[src/dbn_pkg.sv]
// ----------------------------------------------------------------------------
// dbn_pkg: shared types and constants
// Item, result, configuration and cell types for the box decode and
// per-class suppression block.
// ----------------------------------------------------------------------------
package dbn_pkg;

  localparam int MAX_BOXES = 64;
  localparam int COUNT_W   = $clog2(MAX_BOXES + 1);

  // configuration register indexes
  localparam logic [2:0] CFG_CONF_THR = 3'd0;
  localparam logic [2:0] CFG_IOU_THR  = 3'd1;
  localparam logic [2:0] CFG_OFFSET_X = 3'd2;
  localparam logic [2:0] CFG_OFFSET_Y = 3'd3;
  localparam logic [2:0] CFG_SCALE_X  = 3'd4;
  localparam logic [2:0] CFG_SCALE_Y  = 3'd5;

  typedef struct packed {
    logic [15:0] raw_cx;
    logic [15:0] raw_cy;
    logic [15:0] raw_w;
    logic [15:0] raw_h;
    logic [15:0] confidence;
    logic [6:0]  class_id;
    logic        frame_end;
  } dbn_item_t;

  typedef struct packed {
    logic [6:0]         box_class;
    logic [15:0]        box_confidence;
    logic signed [15:0] box_x;
    logic signed [15:0] box_y;
    logic [14:0]        box_w;
    logic [14:0]        box_h;
    logic               box_valid;
    logic               overflow;
    logic               last_box;
  } dbn_result_t;

  typedef struct packed {
    logic [15:0] conf_threshold;
    logic [15:0] iou_threshold;
    logic [11:0] offset_x;
    logic [11:0] offset_y;
    logic [15:0] scale_x;
    logic [15:0] scale_y;
  } dbn_cfg_t;

  typedef struct packed {
    logic               valid;
    logic               sup;
    logic [15:0]        conf;
    logic [6:0]         cls;
    logic signed [15:0] x;
    logic signed [15:0] y;
    logic [14:0]        w;
    logic [14:0]        h;
  } dbn_entry_t;

  typedef enum logic [1:0] {
    CELL_HOLD,
    CELL_INSERT,
    CELL_POP,
    CELL_ROT
  } dbn_cell_op_t;

  typedef struct packed {
    dbn_cell_op_t op;
    dbn_entry_t   new_e;
  } dbn_cell_ctl_t;

endpackage

[src/dbn_decode.sv]
// ----------------------------------------------------------------------------
// dbn_decode: cell decode pipeline
// Removes the crop offset, scales, forms corners and saturates; three stages.
// ----------------------------------------------------------------------------
module dbn_decode import dbn_pkg::*; (
  input  logic       clk,
  input  logic       rst,
  input  logic       in_valid,
  input  dbn_item_t  item,
  input  dbn_cfg_t   cfg,
  output logic       dec_valid,
  output logic       dec_keep,
  output logic       dec_frame_end,
  output dbn_entry_t dec_entry,
  output logic       pending_end
);

  function automatic logic signed [15:0] sat_pos(input logic signed [18:0] v);
    logic signed [15:0] r;
    if (v < -19'sd32768) r = -16'sd32768;
    else if (v > 19'sd32767) r = 16'sd32767;
    else r = v[15:0];
    return r;
  endfunction

  dbn_item_t   it0;
  logic        v0;

  logic        v1, keep1, fe1, negx1, negy1;
  logic [16:0] qx1, qy1;
  logic [15:0] w1, h1, conf1;
  logic [6:0]  cls1;

  logic        v2;

  logic signed [17:0] dx, dy;
  logic [16:0]        magx, magy;
  logic [32:0]        prodx, prody;
  logic [31:0]        prodw, prodh;
  logic signed [17:0] cx, cy;
  logic signed [18:0] xs, ys;

  assign dx    = $signed({2'b00, it0.raw_cx}) - $signed({2'b00, cfg.offset_x, 4'b0000});
  assign dy    = $signed({2'b00, it0.raw_cy}) - $signed({2'b00, cfg.offset_y, 4'b0000});
  assign magx  = dx[17] ? 17'(-dx) : dx[16:0];
  assign magy  = dy[17] ? 17'(-dy) : dy[16:0];
  assign prodx = magx * cfg.scale_x;
  assign prody = magy * cfg.scale_y;
  assign prodw = it0.raw_w * cfg.scale_x;
  assign prodh = it0.raw_h * cfg.scale_y;

  assign cx = negx1 ? -$signed({1'b0, qx1}) : $signed({1'b0, qx1});
  assign cy = negy1 ? -$signed({1'b0, qy1}) : $signed({1'b0, qy1});
  assign xs = $signed({cx[17], cx}) - $signed({4'b0000, w1[15:1]});
  assign ys = $signed({cy[17], cy}) - $signed({4'b0000, h1[15:1]});

  always_ff @(posedge clk) begin
    if (rst) begin
      v0 <= 1'b0;
      v1 <= 1'b0;
      v2 <= 1'b0;
    end else begin
      v0 <= in_valid;
      v1 <= v0;
      v2 <= v1;
    end
    if (in_valid) it0 <= item;
    negx1 <= dx[17];
    negy1 <= dy[17];
    qx1   <= prodx[32:16];
    qy1   <= prody[32:16];
    w1    <= prodw[31:16];
    h1    <= prodh[31:16];
    conf1 <= it0.confidence;
    cls1  <= it0.class_id;
    keep1 <= it0.confidence >= cfg.conf_threshold;
    fe1   <= it0.frame_end;

    dec_keep        <= keep1;
    dec_frame_end   <= fe1;
    dec_entry.valid <= 1'b1;
    dec_entry.sup   <= 1'b0;
    dec_entry.conf  <= conf1;
    dec_entry.cls   <= cls1;
    dec_entry.x     <= sat_pos(xs);
    dec_entry.y     <= sat_pos(ys);
    dec_entry.w     <= w1[15] ? 15'h7fff : w1[14:0];
    dec_entry.h     <= h1[15] ? 15'h7fff : h1[14:0];
  end

  assign dec_valid   = v2;
  assign pending_end = (v0 && it0.frame_end) || (v1 && fe1) || (v2 && dec_frame_end);

endmodule

[config.mk]
export PLATFORM = sky130hd
export DESIGN_NAME = dbn_decode
export DESIGN_NICKNAME = d
export VERILOG_FILES = /design/src/dbn_pkg.sv /design/src/dbn_decode.sv
export SDC_FILE = /design/constraint.sdc
export NUM_CORES = 2
export LEC_CHECK = 0
export ABC_AREA = 1
export CORE_ASPECT_RATIO = 2
export CORE_MARGIN = 2
export CORE_UTILIZATION = 51
export DETAILED_ROUTE_END_ITERATION = 8
export DONT_BUFFER_PORTS = 1
export GPL_TIMING_DRIVEN = 0
export HOLD_SLACK_MARGIN = 0.15
export PLACE_DENSITY = 0.66
export SYNTH_ARGS = -nofsm -noshare
export SYNTH_HDL_FRONTEND = slang
export SYNTH_SLANG_ARGS = --single-unit
[constraint.sdc]
create_clock -name clk -period 8.61 [get_ports clk]
set_clock_uncertainty 0.1 [all_clocks]
set_input_delay 1.2915 -clock clk [delete_from_list [all_inputs] [get_ports clk]]
set_output_delay 1.2915 -clock clk [all_outputs]
set_load 0.05 [all_outputs]
Word-level counts from Yosys, hierarchy flattened
Index checks and enable logic that the tools add are counted.
- register bits after elaboration: 271
- output and inout port bits: 91
- word-level logic and storage cells: 56
- $add $sub $neg: 8
- multipliers: 4
- order comparisons: 5
- reductions and logical operators: 5
- multiplexer cells: 6
- operator list (cell ; number):
    $mul A17 B16 Y33 ; 2
    $mul A16 B16 Y32 ; 2
    $gt A19 B16 Y1 const B ; 2
    $lt A19 B16 Y1 const B ; 2
    $sub A18 B16 Y19 ; 2
    $mux W18 ; 2
    $neg A17 Y18 ; 2
    $mux W17 ; 2
    $neg A17 Y17 ; 2
    $sub A16 B16 Y17 ; 2
    $mux W16 ; 2
    $ge A16 B16 Y1 ; 1
    $logic_and A1 B1 Y1 ; 3
    $logic_or A1 B1 Y1 ; 2

Logic depth before layout (Yosys ltp)
- depth in word-level cells: 5
- gate-level depth with buffers: 40
- gate-level depth less buffers: 40

Worst setup path after synthesis
OpenSTA, ideal clock, no wires.
- path type: input to register
- start: input cfg[32] in the netlist's numbering
- end: register qy1[11]
- setup slack: 672 ps
- library setup time: 112 ps
- arrival: 7726 ps
- stages: 33
- path buffers: 0
- data required time: 8398 ps
- cells stage by stage: ha_1 inv_1 fa_1 xnor2_1 nand4_1 nor3_2 nand3_1 nor3_2 nand3b_1 nand2_1 inv_2 nor2_1 fa_1 inv_1 fa_1 fa_1 inv_1 fa_1 fa_1 inv_1 fa_1 inv_1 ha_1 a21oi_1 inv_1 a31oi_1 inv_1 a21oi_1 nor2_1 a211oi_1 nand2_1 nand2_1 nand2_1
- word-level cells in the longest chain between the ends: 4
- ends and longest elaborated chain (what ; RTL line ; text):
    start: declaration ; dbn_decode.sv:10 ; input dbn_cfg_t cfg,
    $sub A16 B16 Y17 (*) ; dbn_decode.sv:44 ; assign dy = $signed({2'b00, it0.raw_cy}) - $signed({2'b00, cfg.offset_y, 4'b0000});
    $neg A17 Y17 ; dbn_decode.sv:46 ; assign magy = dy[17] ? 17'(-dy) : dy[16:0];
    $mux W17 (*) ; dbn_decode.sv:46 ;
    $mul A17 B16 Y33 (*) ; dbn_decode.sv:48 ; assign prody = magy * cfg.scale_y;
    named net prody[27] ; dbn_decode.sv:38 ; logic [32:0] prodx, prody;
    end signal: assignment ; dbn_decode.sv:71 ; qy1 <= prody[32:16];
    end: declaration ; dbn_decode.sv:30 ; logic [16:0] qx1, qy1;
Mark *: on every way through the listed nets, which the timed path passes. The rest lies on a longest branch.
A chain may end at the register's enable or synchronous reset.

Worst setup path after layout
- start: input cfg[32] in the netlist's numbering
- end: register qy1[13]
- word-level cells in the longest chain between the ends: 4
- ends and longest elaborated chain (what ; RTL line ; text):
    $sub A16 B16 Y17 (*) ; dbn_decode.sv:44 ;
    named net dy[16] ; dbn_decode.sv:36 ; logic signed [17:0] dx, dy;
    $neg A17 Y17 ; dbn_decode.sv:46 ;
    $mux W17 (*) ; dbn_decode.sv:46 ;
    $mul A17 B16 Y33 (*) ; dbn_decode.sv:48 ;
    named net prody[29] ; dbn_decode.sv:38 ;
Marks and branches as above.

==> summary.md <==
| Metric | Value |
|---|---|
| Status | finished clean |
| IO Pins | 270 |
| Tmin final | around 8.4 ns |
| Clk Latency, worst-skew pair | ~0.71 ns |
| Post-Syn Nets | just over 7,000 |
| GRT Total Usage | between 30% and 40% |
| Post-synth EDFFs | roughly 90 |
| Max Slew Vio Count | 0 |
| First-pass GRT wire length | around 240,000 um |
| Layout cell share with drive strength beyond 1 | under 10% |
| Detailed-route vias per instance | about 5.5 |
| Detail Route Antenna Nets | 0 |
| Rel. slew slack | a little over an eighth |
| Routability congestion estimate from global placement | 1.04 |
| Async S/R FF share, synth | 0% |
| Core Footprint | approximately 90,000 um2 |
| Post-Route WL | approximately 160,000 um |
| Die width | 217 um |
| Number of fill cells | a little under 9,000 |
| Final setup fails | 0 |
| Worst-Margin Slew | between 1 and 1.5 ns |
| Critical path's largest stage delay | around 0.56 ns |
| Placed insts | approximately 7,000 |
| Cell taking the most area after synthesis | fa_1 |
| Flop-to-flop setup slack | around 0.36 ns |
| Commonest cells after routing, fill and taps aside | inv_1, nand2_1, fa_1, ha_1, nor2_1 |
| Hold Worst Slack | ~0.22 ns |
| Crit Reg-Reg Startpoint | it0[60] |
| Main flop type after synthesis | dfxtp_1 |
| Crit Path Max Fanout | 10 |
| Leading post-synthesis cells by cell area | fa_1, ha_1, inv_1 |
| Drt initial violations | 2,236 |
| CTS root buf | clkbuf_16 |
| Antenna violations before repair | 10 |
| TritonCTS buffer count | 29 |
| DR WL met3 | between 9000 and 10,000 um |
| Site row count | 156 |
| Kind of critical path | input port to flip-flop |
| Syn Area/Cell | 8.02 um2 |
| Fin. Hold Viols | 0 |
| Initial core utilization | between 50 and 60% |
| CTS Hold Bufs | 0 |
| DR WL/cell | ~23 um |
| Fmax | 0.119 GHz |
| Mapped Cells | 5,771 |
| CP arrival | ~9 ns |
| Die Height | roughly 430 um |
| Vias in the first global route | roughly 42,000 |
| Synth Register Bits | 271 |
| DRC Markers | 0 |
| Worst-path clk slew | roughly 0.07 ns |
| Highest routed layer | met5 |
| PortBufs | 0 |
| Routed via count | just under 40,000 |
| CTS H-tree depth | 1 |
| Fin nets | 7,274 |
| CP max stage cell | fa_1 |
| Routed met1 length | 45,000 um |
| Crit path capture type | flip-flop |
| Critical Path Start | cfg[32] |
| Global route total overflow | 0 |
| Post-Synthesis Cell Area | ~46,000 um2 |
| Final cell count without fillers | 7,019 |
| Area delta synth->final | 5.83% |
| Leading cell type in the layout, fill and taps excluded | inv_1 |
| Area share of the largest cell type after synthesis | 34.8% |
| Worst Hold Class | flip-flop to flip-flop |
| Worst path required time | 9.02 ns |
| Clk sinks | between 200 and 300 |
| Hpwl dp | around 140,000 um |
| Largest net degree at the start of global routing | 90 |
| CP Launch Type | input port |
| Hold_sp | cls1[1] |
| DR pass1 iterations | 5 |
| Synth cell types | 52 |
| Die area | roughly 93,000 um2 |
| CTS tree | yes |
| CTS Buffer Depth | 3 |
| Met2 WL post-DR | between 80,000 and 90,000 um |
| Post-synthesis sequential area ratio | between 10% and 20% |
| Max_cap viols | 0 |
| Period utilization | a little over nine tenths |
| Synth warn | 0 |
kinds of logic (layout without fill, tap and decap cells):
kind of cell    Yosys count  count (layout)  synth area share (%)
compound gates          479             479                  5.71
flops                   271             271                  13.6
simple gates           1917            1917                  16.5
fa+ha+maj              1286            1286                  47.8
buf+inv                1675            1736                  13.6
other cells               2               4                0.0162
xor+xnor                141             141                  2.70
state kept, by name (all words and copies together), names as in the netlist:
signal         flops
cls1               7
conf1             16
dec_entry         85
dec_frame_end      1
dec_keep           1
dec_valid          1
fe1                1
h1                16
it0               88
keep1              1
negx1              1
negy1              1
qx1               17
qy1               17
v0                 1
v1                 1
w1                16
final cells by class:
class | instances | area [um2] | area share, %
diodes | 2 | 5.00 | 0.0102
clock inverters | 21 | 185 | 0.378
inverters | 1481 | 5590 | 11.4
clock buffers | 33 | 782 | 1.60
plain buffers | 194 | 771 | 1.57
well taps | 1185 | 1480 | 3.03
multi-input cells | 3825 | 33800 | 69.0
repair buffers | 7 | 52.6 | 0.107
flip-flops and latches | 271 | 6310 | 12.9
critical path: cells and delay by family:
| family | cells | cell delay, ns |
|---|---|---|
| fa+ha+maj | 9 | 3.89 |
| compound gates | 5 | 0.82 |
| xor+xnor | 1 | 0.24 |
| buf+inv | 8 | 1.09 |
| simple gates | 9 | 1.47 |
what timing repair did:
| item | CTS | global route |
|---|---|---|
| resized for setup | 8 | 55 |
| pin swaps | 0 | 5 |
| setup buffers | 3 | 4 |
| setup endpoints to repair | 7 | 20 |
synth_stat cells (53+ instances only):
master	count
inv_1	1462
nand2_1	1234
fa_1	804
ha_1	482
nor2_1	464
a21oi_1	251
dfxtp_1	183
clkbuf_1	179
o21ai_0	121
nand3_1	120
edfxtp_1	88
xor2_1	86
xnor2_1	53
routing by layer:
layer  vias to the layer above  global-route usage (%)
met1                     18896                    29.3
met5                         -                       0
met2                      1713                    67.0
li1                      17183                       -
met4                        12                    40.0
met3                       900                    5.75
stage by stage:
stage | setup slack [ns] | area (um2) | utilization [%] | TNS [ns]
global placement | -0.866 | 47800 | 53.0 | -13.17
detailed placement | -0.929 | 47800 | 53.0 | -14.72
CTS | 0.0290 | 48800 | 54.1 | 0
floorplan | 0.672 | 46300 | - | 0
finish | 0.220 | 49000 | 54.3 | 0
global route | -0.0387 | 49000 | 54.3 | -0.0555
worst paths after layout:
kind                         to  cells after the start
setup reg to reg        qy1[13]                     33
hold reg to reg   dec_entry[63]                      0
setup / recovery        qy1[13]                     32
hold / removal    dec_entry[63]                      0
Power is left out: the tool's default activity adds up to more than one toggle a clock period on the data nets, which glitch-free logic cannot reach.
