## src/dbn_pkg.sv

```systemverilog
// ----------------------------------------------------------------------------
// dbn_pkg: shared types and constants
// Item, result, configuration and cell types for the box decode and
// per-class suppression block.
// ----------------------------------------------------------------------------
package dbn_pkg;

  localparam int MAX_BOXES = 64;
  localparam int COUNT_W   = $clog2(MAX_BOXES + 1);

  // configuration register indexes
  localparam logic [2:0] CFG_CONF_THR = 3'd0;
  localparam logic [2:0] CFG_IOU_THR  = 3'd1;
  localparam logic [2:0] CFG_OFFSET_X = 3'd2;
  localparam logic [2:0] CFG_OFFSET_Y = 3'd3;
  localparam logic [2:0] CFG_SCALE_X  = 3'd4;
  localparam logic [2:0] CFG_SCALE_Y  = 3'd5;

  typedef struct packed {
    logic [15:0] raw_cx;
    logic [15:0] raw_cy;
    logic [15:0] raw_w;
    logic [15:0] raw_h;
    logic [15:0] confidence;
    logic [6:0]  class_id;
    logic        frame_end;
  } dbn_item_t;

  typedef struct packed {
    logic [6:0]         box_class;
    logic [15:0]        box_confidence;
    logic signed [15:0] box_x;
    logic signed [15:0] box_y;
    logic [14:0]        box_w;
    logic [14:0]        box_h;
    logic               box_valid;
    logic               overflow;
    logic               last_box;
  } dbn_result_t;

  typedef struct packed {
    logic [15:0] conf_threshold;
    logic [15:0] iou_threshold;
    logic [11:0] offset_x;
    logic [11:0] offset_y;
    logic [15:0] scale_x;
    logic [15:0] scale_y;
  } dbn_cfg_t;

  typedef struct packed {
    logic               valid;
    logic               sup;
    logic [15:0]        conf;
    logic [6:0]         cls;
    logic signed [15:0] x;
    logic signed [15:0] y;
    logic [14:0]        w;
    logic [14:0]        h;
  } dbn_entry_t;

  typedef enum logic [1:0] {
    CELL_HOLD,
    CELL_INSERT,
    CELL_POP,
    CELL_ROT
  } dbn_cell_op_t;

  typedef struct packed {
    dbn_cell_op_t op;
    dbn_entry_t   new_e;
  } dbn_cell_ctl_t;

endpackage

```

## src/dbn_iou.sv

```systemverilog
// ----------------------------------------------------------------------------
// dbn_iou: overlap test
// Four-stage pipeline deciding whether box b overlaps kept box a of the
// same class by more than the IoU threshold, by cross-multiplication.
// ----------------------------------------------------------------------------
module dbn_iou import dbn_pkg::*; (
  input  logic        clk,
  input  dbn_entry_t  a,
  input  dbn_entry_t  b,
  input  logic [15:0] iou_threshold,
  output logic        supp
);

  logic signed [16:0] ra, rb, ba, bb, l, r, t, btm;
  logic signed [17:0] dx, dy;

  logic [14:0] dx0, dy0, wa0, ha0, wb0, hb0;
  logic        ok0, ok1, ok2, ok3;
  logic [29:0] inter1, aa1, ab1, inter2;
  logic [30:0] uni2;
  logic [46:0] lhs3, rhs3;

  assign ra  = $signed({a.x[15], a.x}) + $signed({2'b00, a.w});
  assign rb  = $signed({b.x[15], b.x}) + $signed({2'b00, b.w});
  assign ba  = $signed({a.y[15], a.y}) + $signed({2'b00, a.h});
  assign bb  = $signed({b.y[15], b.y}) + $signed({2'b00, b.h});
  assign l   = (a.x > b.x) ? $signed({a.x[15], a.x}) : $signed({b.x[15], b.x});
  assign t   = (a.y > b.y) ? $signed({a.y[15], a.y}) : $signed({b.y[15], b.y});
  assign r   = (ra < rb) ? ra : rb;
  assign btm = (ba < bb) ? ba : bb;
  assign dx  = $signed({r[16], r}) - $signed({l[16], l});
  assign dy  = $signed({btm[16], btm}) - $signed({t[16], t});

  always_ff @(posedge clk) begin
    // span never exceeds the narrower box, so 15 bits hold it
    ok0 <= (a.cls == b.cls) && !dx[17] && !dy[17];
    dx0 <= dx[14:0];
    dy0 <= dy[14:0];
    wa0 <= a.w;
    ha0 <= a.h;
    wb0 <= b.w;
    hb0 <= b.h;

    ok1    <= ok0;
    inter1 <= dx0 * dy0;
    aa1    <= wa0 * ha0;
    ab1    <= wb0 * hb0;

    ok2    <= ok1;
    inter2 <= inter1;
    uni2   <= {1'b0, aa1} + {1'b0, ab1} - {1'b0, inter1};

    ok3  <= ok2;
    lhs3 <= {1'b0, inter2, 16'h0000};
    rhs3 <= iou_threshold * uni2;
  end

  assign supp = ok3 && (lhs3 > rhs3);

endmodule

```

## config.mk

```make
export PLATFORM = sky130hd
export DESIGN_NAME = dbn_iou
export DESIGN_NICKNAME = d
export VERILOG_FILES = /design/src/dbn_pkg.sv /design/src/dbn_iou.sv
export SDC_FILE = /design/constraint.sdc
export NUM_CORES = 2
export LEC_CHECK = 0
export ABC_AREA = 1
export CAP_MARGIN = 20
export CORE_AREA = 2 2 297 328
export CTS_BUF_LIST = sky130_fd_sc_hd__clkbuf_4 sky130_fd_sc_hd__clkbuf_8 sky130_fd_sc_hd__clkbuf_16
export CTS_CLUSTER_DIAMETER = 150
export DETAILED_ROUTE_END_ITERATION = 6
export DIE_AREA = 0 0 299 330
export DONT_BUFFER_PORTS = 1
export GPL_ROUTABILITY_DRIVEN = 1
export GPL_TIMING_DRIVEN = 0
export PLACE_DENSITY_LB_ADDON = 0.12
export REMOVE_ABC_BUFFERS = 1
export SLEW_MARGIN = 0
export SYNTH_ARGS = -nofsm -noshare
export SYNTH_HDL_FRONTEND = slang
export SYNTH_SLANG_ARGS = --single-unit
```

## constraint.sdc

```tcl
create_clock -name clk -period 8.77 [get_ports clk]
set_input_delay 0.4385 -clock clk [delete_from_list [all_inputs] [get_ports clk]]
set_output_delay 0.4385 -clock clk [all_outputs]
set_load 0.1 [all_outputs]
```

## Word level (Yosys, flattened, before mapping)

Index checks and enable logic that the tools add are counted.

- Output and inout port bits: 1
- Input port bits: 191
- Bits in registers: 322
- Word-level logic and storage cells: 44

- $lt $le $gt $ge: 5
- Reductions and logical operators: 5
- Eq/ne operators: 1
- $mul: 4
- Muxes and demuxes: 4
- Add/subtract/negate cells: 8

Operator list:

| operator | count |
|---|---|
| 15-bit by 15-bit multiplier with 30-bit output | 3 |
| 16-bit by 16-bit adder with 17-bit output | 4 |
| 17-bit 2-to-1 mux | 4 |
| 46-bit by 47-bit greater-than comparator with 1-bit output | 1 |
| 16-bit by 31-bit multiplier with 47-bit output | 1 |
| 17-bit by 17-bit subtractor with 18-bit output | 2 |
| 17-bit less-than comparator | 2 |
| 16-bit greater-than comparator | 2 |
| 30-bit by 30-bit adder with 31-bit output | 1 |
| 31-bit by 30-bit subtractor with 31-bit output | 1 |
| 7-bit == test | 1 |
| 1-bit logical AND | 3 |
| 1-bit logical NOT | 2 |

## Logic depth before layout (Yosys ltp)

- Word-level depth: 7
- Gate-level depth with buffers: 39
- Mapped depth without buffers: 39

## Worst setup path before layout

No wires, ideal clock.

- Path type: reg2reg
- From: reg uni2[27]
- To: reg rhs3[44]
- Cell stages (with the launch flop): 24
- Setup time: 72 ps
- Buffers on the path: 2
- Slack: 3247 ps
- Arrival time: 5452 ps
- Clock period less this slack: 5523 ps
- Required time: 8698 ps
- Cell sequence: dfxtp_1 > clkbuf_1 > clkbuf_1 > nand2_1 > fa_1 > inv_1 > fa_1 > inv_1 > fa_1 > fa_1 > inv_1 > fa_1 > inv_1 > fa_1 > inv_1 > ha_1 > nand2_1 > nor2_1 > inv_1 > nor2_1 > nand3_1 > or2_2 > o221ai_1 > xor2_1

- Cells in the longest elaborated chain, start to end: 1

RTL lines:

| what | line | RTL |
|---|---|---|
| start, declared | dbn_iou.sv:20 | `logic [30:0] uni2;` |
| start signal, assigned | dbn_iou.sv:51 | `uni2 <= {1'b0, aa1} + {1'b0, ab1} - {1'b0, inter1};` |
| 16-bit by 31-bit multiplier with 47-bit output | dbn_iou.sv:55 | `rhs3 <= iou_threshold * uni2;` |
| end signal, assigned | dbn_iou.sv:55 |  |
| end, declared | dbn_iou.sv:21 | `logic [46:0] lhs3, rhs3;` |

No other way between the ends.

## Worst setup path in the final report

- From: reg uni2[25]
- To: reg rhs3[45]

Same word-level chain as after synthesis.

==> results_dict.tcl <==
set metrics [dict create \
    report.final.setup_viol 0 \
    max_slew.worst_pin.slew_ns 1.07 \
    setup_tns_ns 0 \
    synth_compound_area_share_pct 6.39 \
    cts_root_buf "sky130_fd_sc_hd__clkbuf_16" \
    worst_path_dominant_cell_family "adder cells" \
    floorplan.initialDensity_pct 57.6 \
    max_stage_delay_ns 0.98 \
    drv.max_cap_violation_count 0 \
    floorplan.rows 119 \
    grt_pass1_wl_um 244000 \
    yosys-mux-area-fraction_pct 0 \
    top_library_cells_by_usage_in_the_layout_fill_and_taps_aside "1757 x sky130_fd_sc_hd__nand2_1, 1754 x sky130_fd_sc_hd__inv_1, 941 x sky130_fd_sc_hd__fa_1" \
    run_status "complete, but fails checks" \
    holdPathStages 3 \
    crit_required_ns 9.22 \
    floorplan.die_area_mm2 0.0987 \
    postSynthRegisterBits 322 \
    clk_lat_worst_skew_ns 0.60 \
    grt_pass1_vias 46400 \
    cts_buffers 35 \
    post_synth_fa_ha_maj_area_fraction_pct 48.5 \
    finalMaxSlewViolations 0 \
    layout.cells.most_common "sky130_fd_sc_hd__nand2_1" \
    drt-pass1-iter-count 7 \
    drc 2 \
    layout-area-overhead-vs-synth_pct 4.77 \
    critical_path.reg2reg.endpoint "rhs3[45]" \
    hold_class "in2reg" \
    globalRoute.busiestLayer "met2" \
    synthArstFlopShare_pct 0 \
    critical_path_launch_point_type "flip-flop" \
    yosys_most_used_dff "sky130_fd_sc_hd__dfxtp_1" \
    setup.worst_path.class "reg2reg" \
    worst_setup_hold_path_clk_slew_ns 0.06 \
    routed_wirelength_um 151000 \
    crit_path_top_delay_cell "sky130_fd_sc_hd__dfxtp_1" \
    synth_area_per_cell_um2 7.94 \
    final_antenna_net_count 0 \
    timing.hold.worst_endpoint "rhs3[1]" \
    synth_seq_area_share_pct 11.7 \
    tritoncts "built" \
    grt_setup_unrepaired "false" \
    grtUsageMet1_pct 35.8 \
    place.gp.congestion 0.955 \
    worstRegToRegCells 23 \
    signal_arrival_time_at_the_worst_endpoint_ns 7.17 \
    final_min_period_over_clock_period_pct 76.6 \
    simple_logic_cell_fraction_of_the_synthesized_area_pct 16.2 \
    cp_num_buf_inv 6 \
    sum_of_overflow_across_all_layers_after_global_routing 0 \
    hold_path_startpoint "iou_threshold[0]" \
    end_kind "flip-flop" \
    routed_wire_length_per_instance_um 18.7 \
    number_of_endpoints_with_negative_hold_slack_in_the_final_report 0 \
    synth_xor_area_share_pct 3.74 \
    floorplan_core_area_mm2 0.0953 \
    timing.rr.start "uni2[25]" \
    buffers_added_on_ports 0 \
    crit_chain "nand2_1 > fa_1 > inv_1 > fa_1 > inv_1 > fa_1 > fa_1 > inv_1 > fa_1 > inv_1 > fa_1 > inv_1 > ha_1 > nand2_1 > nor2_1 > inv_1 > nor2_1 > and3_1 > nand3_1 > nand3_1 > nand3_1 > nand2_1 > xor2_1" \
    min_period_ns 6.72 \
    htree_levels 2 \
    fmax_mhz 149 \
    routed_via_density 5.33 \
    grt_util_met3_pct 3.83 \
    die_height_um 330 \
    synth_area_mm2 0.0549 \
    synth_top_family_by_area "adder cells" \
    first_iter_violations 2095 \
    clk_path_buf_depth 3 \
    finalNetCount 8545 \
    cts.sink_count 322 \
    synth_enable_flop_cells 0 \
    grt_start_max_net_pins 33 \
    die_w_um 299 \
    critPathMaxFanout 16 \
    vias 43200 \
    grt.total_usage_pct 31.7 \
    drive_gt1_share_pct 1.32 \
    synth.lib_cells_used.distinct 52 \
    global_route.usage.met2_pct 57.7 \
    synth_cells 6909 \
    slew-limit-headroom_pct 28.4 \
    synth-warning-count 0 \
    r2r_setup_slack_ns 2.05 \
    antenna_violations_before_repair 4 \
    post_cts_resized 0 \
    finalClockSkew_ns 0.0436 \
    violations "DRC" \
    detailedPlacementHpwl_um 126000 \
    io_pins 192 \
]
## area by class of cell
type                            instances  area, um2
Sequential cell                       322       6450
Clock inverter                         19        275
Multi-Input combinational cell       4619      41000
Timing Repair Buffer                   61        611
Clock buffer                           42        947
Fill cell                            8852      37800
Tap cell                             1270       1590
Inverter                             1755       6590
Antenna cell                            9       22.5
## stage by stage
stage | std cells | util (%) | hold slack, ns | area, um2 | setup slack (ns)
after floorplan | 6696 | - | 0.310 | 54000 | 3.44
after global placement | 7966 | 58.4 | 0.310 | 55600 | 2.12
after detailed placement | 7966 | 58.4 | 0.312 | 55600 | 2.06
after CTS | 8088 | 60.3 | 0.0934 | 57500 | 2.06
after global routing | 8096 | 60.3 | 0.113 | 57500 | 1.84
final | 8097 | 60.3 | 0.133 | 57500 | 2.05
## tightest hold or removal path, cell delays in order
cell	delay, ns
sky130_fd_sc_hd__nand2_1	0.05
sky130_fd_sc_hd__inv_1	0.05
sky130_fd_sc_hd__ha_1	0.11
## flip-flops by register name (all words and copies together), names as in the netlist, 15 cells and up
register / cells
dy0: 15
ha0: 15
inter1: 30
aa1: 30
wa0: 15
ab1: 30
hb0: 15
dx0: 15
rhs3: 47
lhs3: 30
wb0: 15
inter2: 30
uni2: 31
## per-layer routing
| layer | share of wire (%) | up-vias |
|---|---|---|
| li1 | - | 20300 |
| met1 | 38 | 21100 |
| met2 | 51 | 1300 |
| met3 | 5.1 | 421 |
| met4 | 6.6 | 0 |
| met5 | 0 | - |
## worst max path at each step
stage              from        to  slack [ns]  depth (start not counted)
2_1_floorplan  uni2[28]  rhs3[44]        3.44                         21
3_3_place_gp    uni2[7]  rhs3[45]        2.12                         21
3_5_place_dp   uni2[25]  rhs3[45]        2.06                         23
4_1_cts        uni2[25]  rhs3[45]        2.06                         23
5_1_grt        uni2[27]  rhs3[45]        1.84                         23
6_report       uni2[25]  rhs3[45]        2.05                         23
## Yosys cell counts (8+ instances only)
| library cell | number | area, um2 |
|---|---|---|
| sky130_fd_sc_hd__nor2_1 | 179 | 672 |
| sky130_fd_sc_hd__o21bai_1 | 26 | 195 |
| sky130_fd_sc_hd__o221ai_1 | 11 | 96.3 |
| sky130_fd_sc_hd__dfxtp_1 | 322 | 6450 |
| sky130_fd_sc_hd__nor3_1 | 32 | 160 |
| sky130_fd_sc_hd__o21a_1 | 17 | 128 |
| sky130_fd_sc_hd__a31oi_1 | 29 | 181 |
| sky130_fd_sc_hd__xnor2_1 | 73 | 639 |
| sky130_fd_sc_hd__fa_1 | 941 | 18800 |
| sky130_fd_sc_hd__nand3b_1 | 20 | 150 |
| sky130_fd_sc_hd__nand3_1 | 145 | 726 |
| sky130_fd_sc_hd__a21o_1 | 30 | 225 |
| sky130_fd_sc_hd__a21oi_1 | 283 | 1420 |
| sky130_fd_sc_hd__xor2_1 | 161 | 1410 |
| sky130_fd_sc_hd__o21ai_0 | 149 | 746 |
| sky130_fd_sc_hd__o21ai_1 | 8 | 40.0 |
| sky130_fd_sc_hd__inv_1 | 1754 | 6580 |
| sky130_fd_sc_hd__nand2_1 | 1757 | 6600 |
| sky130_fd_sc_hd__a221oi_1 | 8 | 70.1 |
| sky130_fd_sc_hd__nand4_1 | 32 | 200 |
| sky130_fd_sc_hd__clkbuf_1 | 203 | 762 |
| sky130_fd_sc_hd__ha_1 | 619 | 7740 |
| sky130_fd_sc_hd__nor4_1 | 24 | 150 |
| sky130_fd_sc_hd__o31ai_1 | 9 | 67.6 |
## what timing repair did
| action | 4_1_cts | 5_1_grt |
|---|---|---|
| setup buffers | 0 | 0 |
| hold buffers | 61 | 0 |
| hold endpoints to repair | 61 | 0 |
## cells by family after synthesis
| kind of cell | Yosys count |
|---|---|
| xor gates and xnor gates | 234 |
| AOI/OAI and AO/OA | 611 |
| buffers and inverters | 1968 |
| and+or+nand+nor | 2214 |
| adders and majority gates | 1560 |
| DFF | 322 |
Power is left out: the tool's default activity adds up to more than one toggle a clock period on the data nets, which glitch-free logic cannot reach.
