`src/dbn_pkg.sv`:
```
// ----------------------------------------------------------------------------
// dbn_pkg: shared types and constants
// Item, result, configuration and cell types for the box decode and
// per-class suppression block.
// ----------------------------------------------------------------------------
package dbn_pkg;

  localparam int MAX_BOXES = 64;
  localparam int COUNT_W   = $clog2(MAX_BOXES + 1);

  // configuration register indexes
  localparam logic [2:0] CFG_CONF_THR = 3'd0;
  localparam logic [2:0] CFG_IOU_THR  = 3'd1;
  localparam logic [2:0] CFG_OFFSET_X = 3'd2;
  localparam logic [2:0] CFG_OFFSET_Y = 3'd3;
  localparam logic [2:0] CFG_SCALE_X  = 3'd4;
  localparam logic [2:0] CFG_SCALE_Y  = 3'd5;

  typedef struct packed {
    logic [15:0] raw_cx;
    logic [15:0] raw_cy;
    logic [15:0] raw_w;
    logic [15:0] raw_h;
    logic [15:0] confidence;
    logic [6:0]  class_id;
    logic        frame_end;
  } dbn_item_t;

  typedef struct packed {
    logic [6:0]         box_class;
    logic [15:0]        box_confidence;
    logic signed [15:0] box_x;
    logic signed [15:0] box_y;
    logic [14:0]        box_w;
    logic [14:0]        box_h;
    logic               box_valid;
    logic               overflow;
    logic               last_box;
  } dbn_result_t;

  typedef struct packed {
    logic [15:0] conf_threshold;
    logic [15:0] iou_threshold;
    logic [11:0] offset_x;
    logic [11:0] offset_y;
    logic [15:0] scale_x;
    logic [15:0] scale_y;
  } dbn_cfg_t;

  typedef struct packed {
    logic               valid;
    logic               sup;
    logic [15:0]        conf;
    logic [6:0]         cls;
    logic signed [15:0] x;
    logic signed [15:0] y;
    logic [14:0]        w;
    logic [14:0]        h;
  } dbn_entry_t;

  typedef enum logic [1:0] {
    CELL_HOLD,
    CELL_INSERT,
    CELL_POP,
    CELL_ROT
  } dbn_cell_op_t;

  typedef struct packed {
    dbn_cell_op_t op;
    dbn_entry_t   new_e;
  } dbn_cell_ctl_t;

endpackage

```
`src/dbn_cell.sv`:
```
// ----------------------------------------------------------------------------
// dbn_cell: one slot of the sorted box chain
// Keeps its box, takes the new box or its left neighbour on insert, and
// takes its right neighbour on pop and rotate; on rotate the tail slot takes the head box back.
// ----------------------------------------------------------------------------
module dbn_cell import dbn_pkg::*; (
  input  logic          clk,
  input  logic          rst,
  input  dbn_cell_ctl_t ctl,
  input  dbn_entry_t    prev_e,
  input  logic          prev_keeps,
  input  dbn_entry_t    next_e,
  input  dbn_entry_t    wrap_e,
  input  logic          is_tail,
  output dbn_entry_t    ent,
  output logic          keeps
);

  // ties count as higher, so an equal stored box stays ahead
  assign keeps = ent.valid && (ent.conf >= ctl.new_e.conf);

  always_ff @(posedge clk) begin
    if (rst) begin
      ent.valid <= 1'b0;
    end else begin
      case (ctl.op)
        CELL_INSERT: begin
          if (!keeps) ent <= prev_keeps ? ctl.new_e : prev_e;
        end
        CELL_POP: ent <= next_e;
        CELL_ROT: ent <= is_tail ? wrap_e : next_e;
        default: ;
      endcase
    end
  end

endmodule

```
`config.mk`:
```
export PLATFORM = sky130hd
export DESIGN_NAME = dbn_cell
export DESIGN_NICKNAME = d
export VERILOG_FILES = /design/src/dbn_pkg.sv /design/src/dbn_cell.sv
export SDC_FILE = /design/constraint.sdc
export NUM_CORES = 1
export LEC_CHECK = 0
export ABC_CLOCK_PERIOD_IN_PS = 6400
export BUFFER_PORTS_ARGS = -buffer_cell sky130_fd_sc_hd__buf_2
export CORE_AREA = 2 2 174 176
export DETAILED_ROUTE_END_ITERATION = 8
export DIE_AREA = 0 0 176 178
export PLACE_DENSITY = 0.5
export SLEW_MARGIN = 20
export SYNTH_ARGS = -nofsm -noshare
export SYNTH_HDL_FRONTEND = slang
export SYNTH_SLANG_ARGS = --single-unit
```
`constraint.sdc`:
```
create_clock -name clk -period 6.4 [get_ports clk]
set_clock_uncertainty 0.2 [all_clocks]
set_input_delay 1.28 -clock clk [delete_from_list [all_inputs] [get_ports clk]]
set_output_delay 1.28 -clock clk [all_outputs]
set_load 0.01 [all_outputs]
```
; Yosys cells after proc, flatten, opt, wreduce, memory -nomap -nowiden
; Cells that the tools add are included.
; W data, S select, Z words.
[word_totals]
mem_bits_ro = 0
latchBits = 0
regBits = 87
memories = 0
ram_bits = 0
[classes]
multipliers = 0
reduce_logical = 4
shifts = 0
n_lt_le_gt_ge = 1
n_bitwise = 1
div_mod_pow = 0
eq_ne = 4
n_addsub = 0
n_mux = 4
[op_table]
columns = cell, n
row1 = $mux W87, 3
row2 = $pmux W87 S3, 1
row3 = $ge A16 B16 Y1, 1
row4 = $eq A2 B2 Y1 const B, 2
row5 = $reduce_and A3 Y1, 1
row6 = $reduce_bool A3 Y1, 1
row7 = $eq A2 B1 Y1 const B, 1
row8 = $ne A2 B2 Y1 const B, 1
row9 = $reduce_and A2 Y1, 1
row10 = $logic_and A1 B1 Y1, 1
row11 = $not A1 Y1, 1

; Longest topological paths before layout
; Gate-level depths: netlist of the first run.
[logic_depth]
depth_word = 4
ltp_mapped = 6

; Least setup slack after synthesis of the first run
; No wires, ideal clock.
[synth_timing]
kind = in2reg
startpoint = in ctl[76] (netlist name)
endpoint = reg ent[0] (netlist name), enable pin
arrival_time_ns = 4.265
setup_slack_ns = 1.483
setup_ns = 0.452
stages = 6
required_ns = 5.748
path_cell_list = inv_1 ha_1 a21oi_1 o21ai_1 a2111oi_0 a31o_1
[synth_via]
elab_chain_cells = 4
[synth_lines]
columns = item, line
row1 = "start, declared", dbn_cell.sv:9  ; input dbn_cell_ctl_t ctl,
row2 = $ge A16 B16 Y1, dbn_cell.sv:20  ; assign keeps = ent.valid && (ent.conf >= ctl.new_e.conf);
row3 = $logic_and A1 B1 Y1, dbn_cell.sv:20
row4 = $ne A2 B2 Y1 (no line), n/a
row5 = $reduce_and A3 Y1 (no line), n/a
row6 = "end signal, assigned", dbn_cell.sv:28  ; if (!keeps) ent <= prev_keeps ? ctl.new_e : prev_e;
row7 = "end signal, assigned", dbn_cell.sv:30  ; CELL_POP: ent <= next_e;
row8 = "end signal, assigned", dbn_cell.sv:31  ; CELL_ROT: ent <= is_tail ? wrap_e : next_e;
row9 = "end, declared", dbn_cell.sv:15  ; output dbn_entry_t ent,
; No other way between the ends.
; A chain may end at the register's enable or synchronous reset.

; Worst setup path after layout of the first run
[layout_timing]
startpoint = in ctl[82] (netlist name)
endpoint = out keeps
[layout_via]
elab_chain_cells = 2
[layout_lines]
columns = item, line
row1 = $ge A16 B16 Y1, dbn_cell.sv:20
row2 = $logic_and A1 B1 Y1, dbn_cell.sv:20
row3 = "end, declared", dbn_cell.sv:16  ; output logic keeps
; No other way between the ends.

==> impl_metrics.ini, run 1 <==
[yosys]
synth_top_cells_by_area = edfxtp_1, mux2i_1, a211oi_1, nor2b_1, a21oi_1
synth_edf_count = 86
synth-compound-area-share_pct = 20.6
ys_ff_latch = 87
yosysMostFrequentCell = a21oi_1
synth_fp_nets = 919
yosys.area_share.simple_pct = 11.0
syn_area_um2 = 5840
synth_top_area_cell = edfxtp_1
post_synth.cell_area_avg_um2 = 10.6
ys_warn_count = 0
yosysTopAreaCellShare_pct = 44.2
synthMuxAreaShare_pct = 14.9
synth.distinct_cells = 30
synth_flop_cell = edfxtp_1
synthAdderAreaFrac_pct = 3.43
ys_async_sr_fraction_pct = 0
yosysSeqAreaShare_pct = 44.6
synthXorXnorAreaFrac_pct = 0
netlist_instances = 549
synthTopCellsByCount = a21oi_1, a211oi_1, edfxtp_1, mux2i_1, nor2b_1
synth_top_family_by_area = compound AO/OA/AOI/OAI gates

[timing]
fmax_mhz = 235
timing.final.crit_period_ns = 4.26
grt_setup_unrepaired = no
report.final.setup_viol = 0
setup_ws_ns = 2.14
timing.final.crit_share_pct = 66.5
relSlewSlack_pct = 42.5
worstMarginPinSlew_ns = 0.863
hold_viol = 0
maxSlewViolCount = 0
setup_tns_ns = 0

[worst_hold_path]
hold_class = flop to flop

[worst_setup_path]
cp-end-kind = output port
cpMaxStageDelayCell = ha_1
cp.arrival_ns = 2.78
crit_type = input port to output port
crit_chain = buf_2 -> inv_1 -> ha_1 -> a211oi_1 -> o22ai_1 -> a31oi_1 -> a21oi_1 -> buf_2
max_stage_delay_ns = 0.31
cp_max_fo = 3
cp-start-kind = input port
critical_path_required_ns = 4.92
critPathMostFrequentCell = buf_2

[clock_tree]
clk_latency_ns = 0.35
ctsResizeCount = 0
root_buffer = clkbuf_16
numCtsBuffers = 9
cts_tree = built
cts_sinks = 87
clkTransAtPathRegs_ns = 0.06
postCtsHoldBufs = 0
clock_path_buffers = 2
htree_levels = 3
cts_setup_buffers = 0

[place]
dpl.hpwl_um = 17400
dp_cells = 1337
gp_congestion = 0.774
pre_cts_slack_ns = 2.06
dpl_cell_area_um2 = 8370
port-buffer-count = 441

[power_and_ir_drop]
internal-power_w = 0.00125
power.density_cell_area_nw_per_um2 = 201
power.net_switching_w = 0.000494
peakVddDrop_uv = 96.4
switching_share_pct = 28.3
power_frac_comb_pct = 25.3
leakage_nw = 4.15
clockPowerShare_pct = 33.2
seqPwrFrac_pct = 41.5

[floorplanning]
die_x_um = 176
placementRows = 63
die_area_um2 = 31300
start_util_pct = 19.9
die_h_um = 178
core_region_area_um2 = 29400
boundaryPins = 442

[route]
ant_nets = 0
wl_per_cell_um = 16.1
wl_um = 21800
dr.pass1.iters = 4
drtIter0Drc = 124
drc = 0
num_vias = 5779
viasPerCell = 4.27

[grt]
grt_pass1_wl_um = 31200
grt_max_degree = 107
grt_antenna_before_repair = 0
grt_pass1_vias = 5694
grt.total_usage_pct = 13.0
globalRoute.totalOverflow = 0

[job]
max-cap-violations = 0

[finish]
layout.cells.non_filler = 1353
reg.largest.list = ent: 87 flops
diodes = 0
fin_nets = 1328
area_growth_pct = 48.8
regMostFlops = ent
largest_reg_flops = 87
final_area_um2 = 8690
drive_above_1_share_pct = 48.3

[run_status]
status = finished clean
stage by stage:
stage	power [W]	hold WS (ns)	utilization, %
finish	0.00174	0.564	29.5
global route	0.00184	0.660	29.5
floorplan	0.000959	0.545	-
global placement	0.00118	0.575	28.4
CTS	0.00179	0.567	29.5
detailed placement	0.00119	0.554	28.5
per-layer routing:
layer	up-vias	global-route usage [%]	routed length (µm)
met5	-	0	0
met1	2573	14.8	8730
met4	0	3.55	380
met2	267	24.1	11000
li1	2921	-	-
met3	18	3.47	1670
critical path: cells and delay by family:
family | cells | cell delay (ns)
AOI/OAI and AO/OA | 4 | 0.82
buffers and inverters | 3 | 0.37
adders and majority gates | 1 | 0.31
power by group through the flow:
| stage | sequential, W | clock (W) | combinational (W) |
|---|---|---|---|
| after floorplan | 0.000769 | 0 | 0.000190 |
| after global placement | 0.000736 | 0 | 0.000444 |
| after detailed placement | 0.000737 | 0 | 0.000451 |
| after CTS | 0.000724 | 0.000610 | 0.000453 |
| after global routing | 0.000729 | 0.000622 | 0.000489 |
| final | 0.000723 | 0.000579 | 0.000441 |
kinds of logic after synthesis:
group	count (synthesis)
compound gates	191
fa+ha+maj	16
simple gates	102
buf+inv	66
flops	87
mux	87
cells in the final DEF (no fill, tap or decap), types with 2 or more instances in the layout:
cell	instances
a21oi_1	92
a31oi_1	2
mux2i_1	86
a211oi_1	88
inv_1	18
nand4_1	2
ha_1	16
buf_2	439
nor3b_1	2
buf_6	2
nor2b_1	86
buf_4	4
edfxtp_1	86
bufinv_16	2
nor2_1	5
o21ai_1	2
clkbuf_16	9
nand2_1	3
o21ai_0	2
cell type report:
cell class	instances	area (µm²)
timing repair buffer	446	2280
sequential	87	2600
inverter	18	67.6
clock inverter	6	85.1
clock buffer	10	229
multi-input combinational	396	2940
fill	3166	20700
tap	390	488
path summary, 6_finish.rpt:
kind                                           start                   end  slack, ns  cells after the start
worst max-delay path                         ctl[82]                 keeps       2.14                      8
worst min-delay path            ent[86]$_SDFFE_PP0P_  ent[86]$_SDFFE_PP0P_       0.56                      3
worst max register to register     ent[80]$_DFFE_PP_     ent[22]$_DFFE_PP_       3.12                      7
worst min register to register  ent[86]$_SDFFE_PP0P_  ent[86]$_SDFFE_PP0P_       0.56                      3
(Power assumes the default switching activity.)
==> run 2: changes to the inputs <==
ABC_CLOCK_PERIOD_IN_PS = 4100   (was 6400)
clock period = 4.1 ns   (was 6.4 ns; I/O delays follow)
==> impl_metrics.ini, run 2 (same netlist as run 1, synthesis figures left out) <==
[run_status]
status = finished clean

[timing]
holdWs_ns = 0.543
hold_viol = 0
timing.final.crit_share_pct = 82.0
setup_tns_ns = 0
timing.final.crit_period_ns = 3.36
grt_setup_unrepaired = no
maxSlewViolCount = 0
relSlewSlack_pct = 44.4
report.final.setup_viol = 0
worstMarginPinSlew_ns = 0.834
fmax_mhz = 297

[finish]
reg.largest.list = ent: 87 flops
layout_commonest_cell = buf_2
area_growth_pct = 49.2
drive_above_1_share_pct = 48.4
layout.cells.non_filler = 1354
regMostFlops = ent
final_cell_mix = buf_2, a21oi_1, a211oi_1
final_area_um2 = 8710
fin_nets = 1330
largest_reg_flops = 87

[place]
gp_congestion = 0.795
dp_cells = 1339
port-buffer-count = 441
dpl_cell_area_um2 = 8410
dpl.hpwl_um = 17300

[worst_setup_path]
cp.arrival_ns = 2.34
cpMaxStageDelayCell = ha_1
max_stage_delay_ns = 0.31
crit_chain = buf_2 -> inv_1 -> ha_1 -> a211oi_1 -> o22ai_1 -> a31oi_1 -> a21oi_1 -> buf_2
crit_start = ctl[82]
reg2reg_depth = 6
rrSetupSlack_ns = 1.31
timing.rr.end = ent[41]$_DFFE_PP_
cp-end-kind = output port
crit_end = keeps
critical_path_required_ns = 3.08
crit_type = input port to output port
r2r_start = ent[76]$_DFFE_PP_
cp_max_fo = 3
cp-start-kind = input port
critPathMostFrequentCell = buf_2

[clock_tree]
numCtsBuffers = 9
cts_tree = built
clkTransAtPathRegs_ns = 0.06
clk_latency_ns = 0.34
root_buffer = clkbuf_16
clock_path_buffers = 2
cts_sinks = 87
ctsResizeCount = 0
cts_setup_buffers = 0
htree_levels = 3
postCtsHoldBufs = 0

[route]
wl_per_cell_um = 16.0
drtIter0Drc = 203
drc = 0
viasPerCell = 4.25
num_vias = 5752
wl_um = 21700
ant_nets = 0
dr.pass1.iters = 4

[floorplanning]
core_region_area_um2 = 29400
die_area_um2 = 31300
placementRows = 63
die_h_um = 178
boundaryPins = 442
die_x_um = 176
start_util_pct = 19.9

[power_and_ir_drop]
peakVddDrop_uv = 154
leakage_nw = 4.16
power.density_cell_area_nw_per_um2 = 309

[grt]
grt_max_degree = 88
grt_pass1_vias = 5491
grt_pass1_wl_um = 30900
grt.total_usage_pct = 13.1
grt_antenna_before_repair = 1
globalRoute.totalOverflow = 0

[worst_hold_path]
hold_class = flop to flop
hold_depth = 3

[job]
max-cap-violations = 0
-- run 2: power by group --
part	total (W)	leakage (nW)	switching [W]	internal (W)
sequential	0.00113	0.835	0.0000263	0.00110
clock	0.000878	0.144	0.000351	0.000527
combinational	0.000690	3.18	0.000371	0.000319
total	0.00269	4.16	0.000748	0.00195
-- run 2: critical path, delay by kind of cell --
kind	cells	cell delay, ns
AOI/OAI and AO/OA	4	0.85
adders and majority gates	1	0.31
buffers and inverters	3	0.36
-- run 2: how the worst min path moves through the flow --
stage                                     from                    to
after floorplan           ent[86]$_SDFFE_PP0P_  ent[86]$_SDFFE_PP0P_
after global placement    ent[86]$_SDFFE_PP0P_  ent[86]$_SDFFE_PP0P_
after detailed placement  ent[86]$_SDFFE_PP0P_  ent[86]$_SDFFE_PP0P_
after CTS                                  rst  ent[86]$_SDFFE_PP0P_
after global routing                       rst  ent[86]$_SDFFE_PP0P_
final                     ent[86]$_SDFFE_PP0P_  ent[86]$_SDFFE_PP0P_
-- run 2: final cells by class --
type,instances,area (µm²)
Clock buffer,10,229
Antenna cell,1,2.50
Inverter,18,67.6
Timing Repair Buffer,448,2310
Multi-Input combinational cell,396,2940
Fill cell,3192,20700
Clock inverter,4,72.6
Sequential cell,87,2600
Tap cell,390,488
-- run 2: routing by layer --
metal	global-route usage, %	up-vias	part of all wire, %
li1	-	2911	-
met1	14.7	2551	39
met2	23.8	271	51
met3	3.75	19	8.1
met4	4.37	0	1.9
met5	0	-	0
-- run 2: stage by stage --
step | power [W] | worst slack [ns] | util [%]
CTS | 0.00276 | 0.699 | 29.6
detailed placement | 0.00185 | 0.690 | 28.6
global placement | 0.00185 | 0.718 | 28.6
finish | 0.00269 | 0.737 | 29.6
floorplan | 0.00149 | 0.468 | -
global route | 0.00286 | 0.573 | 29.6
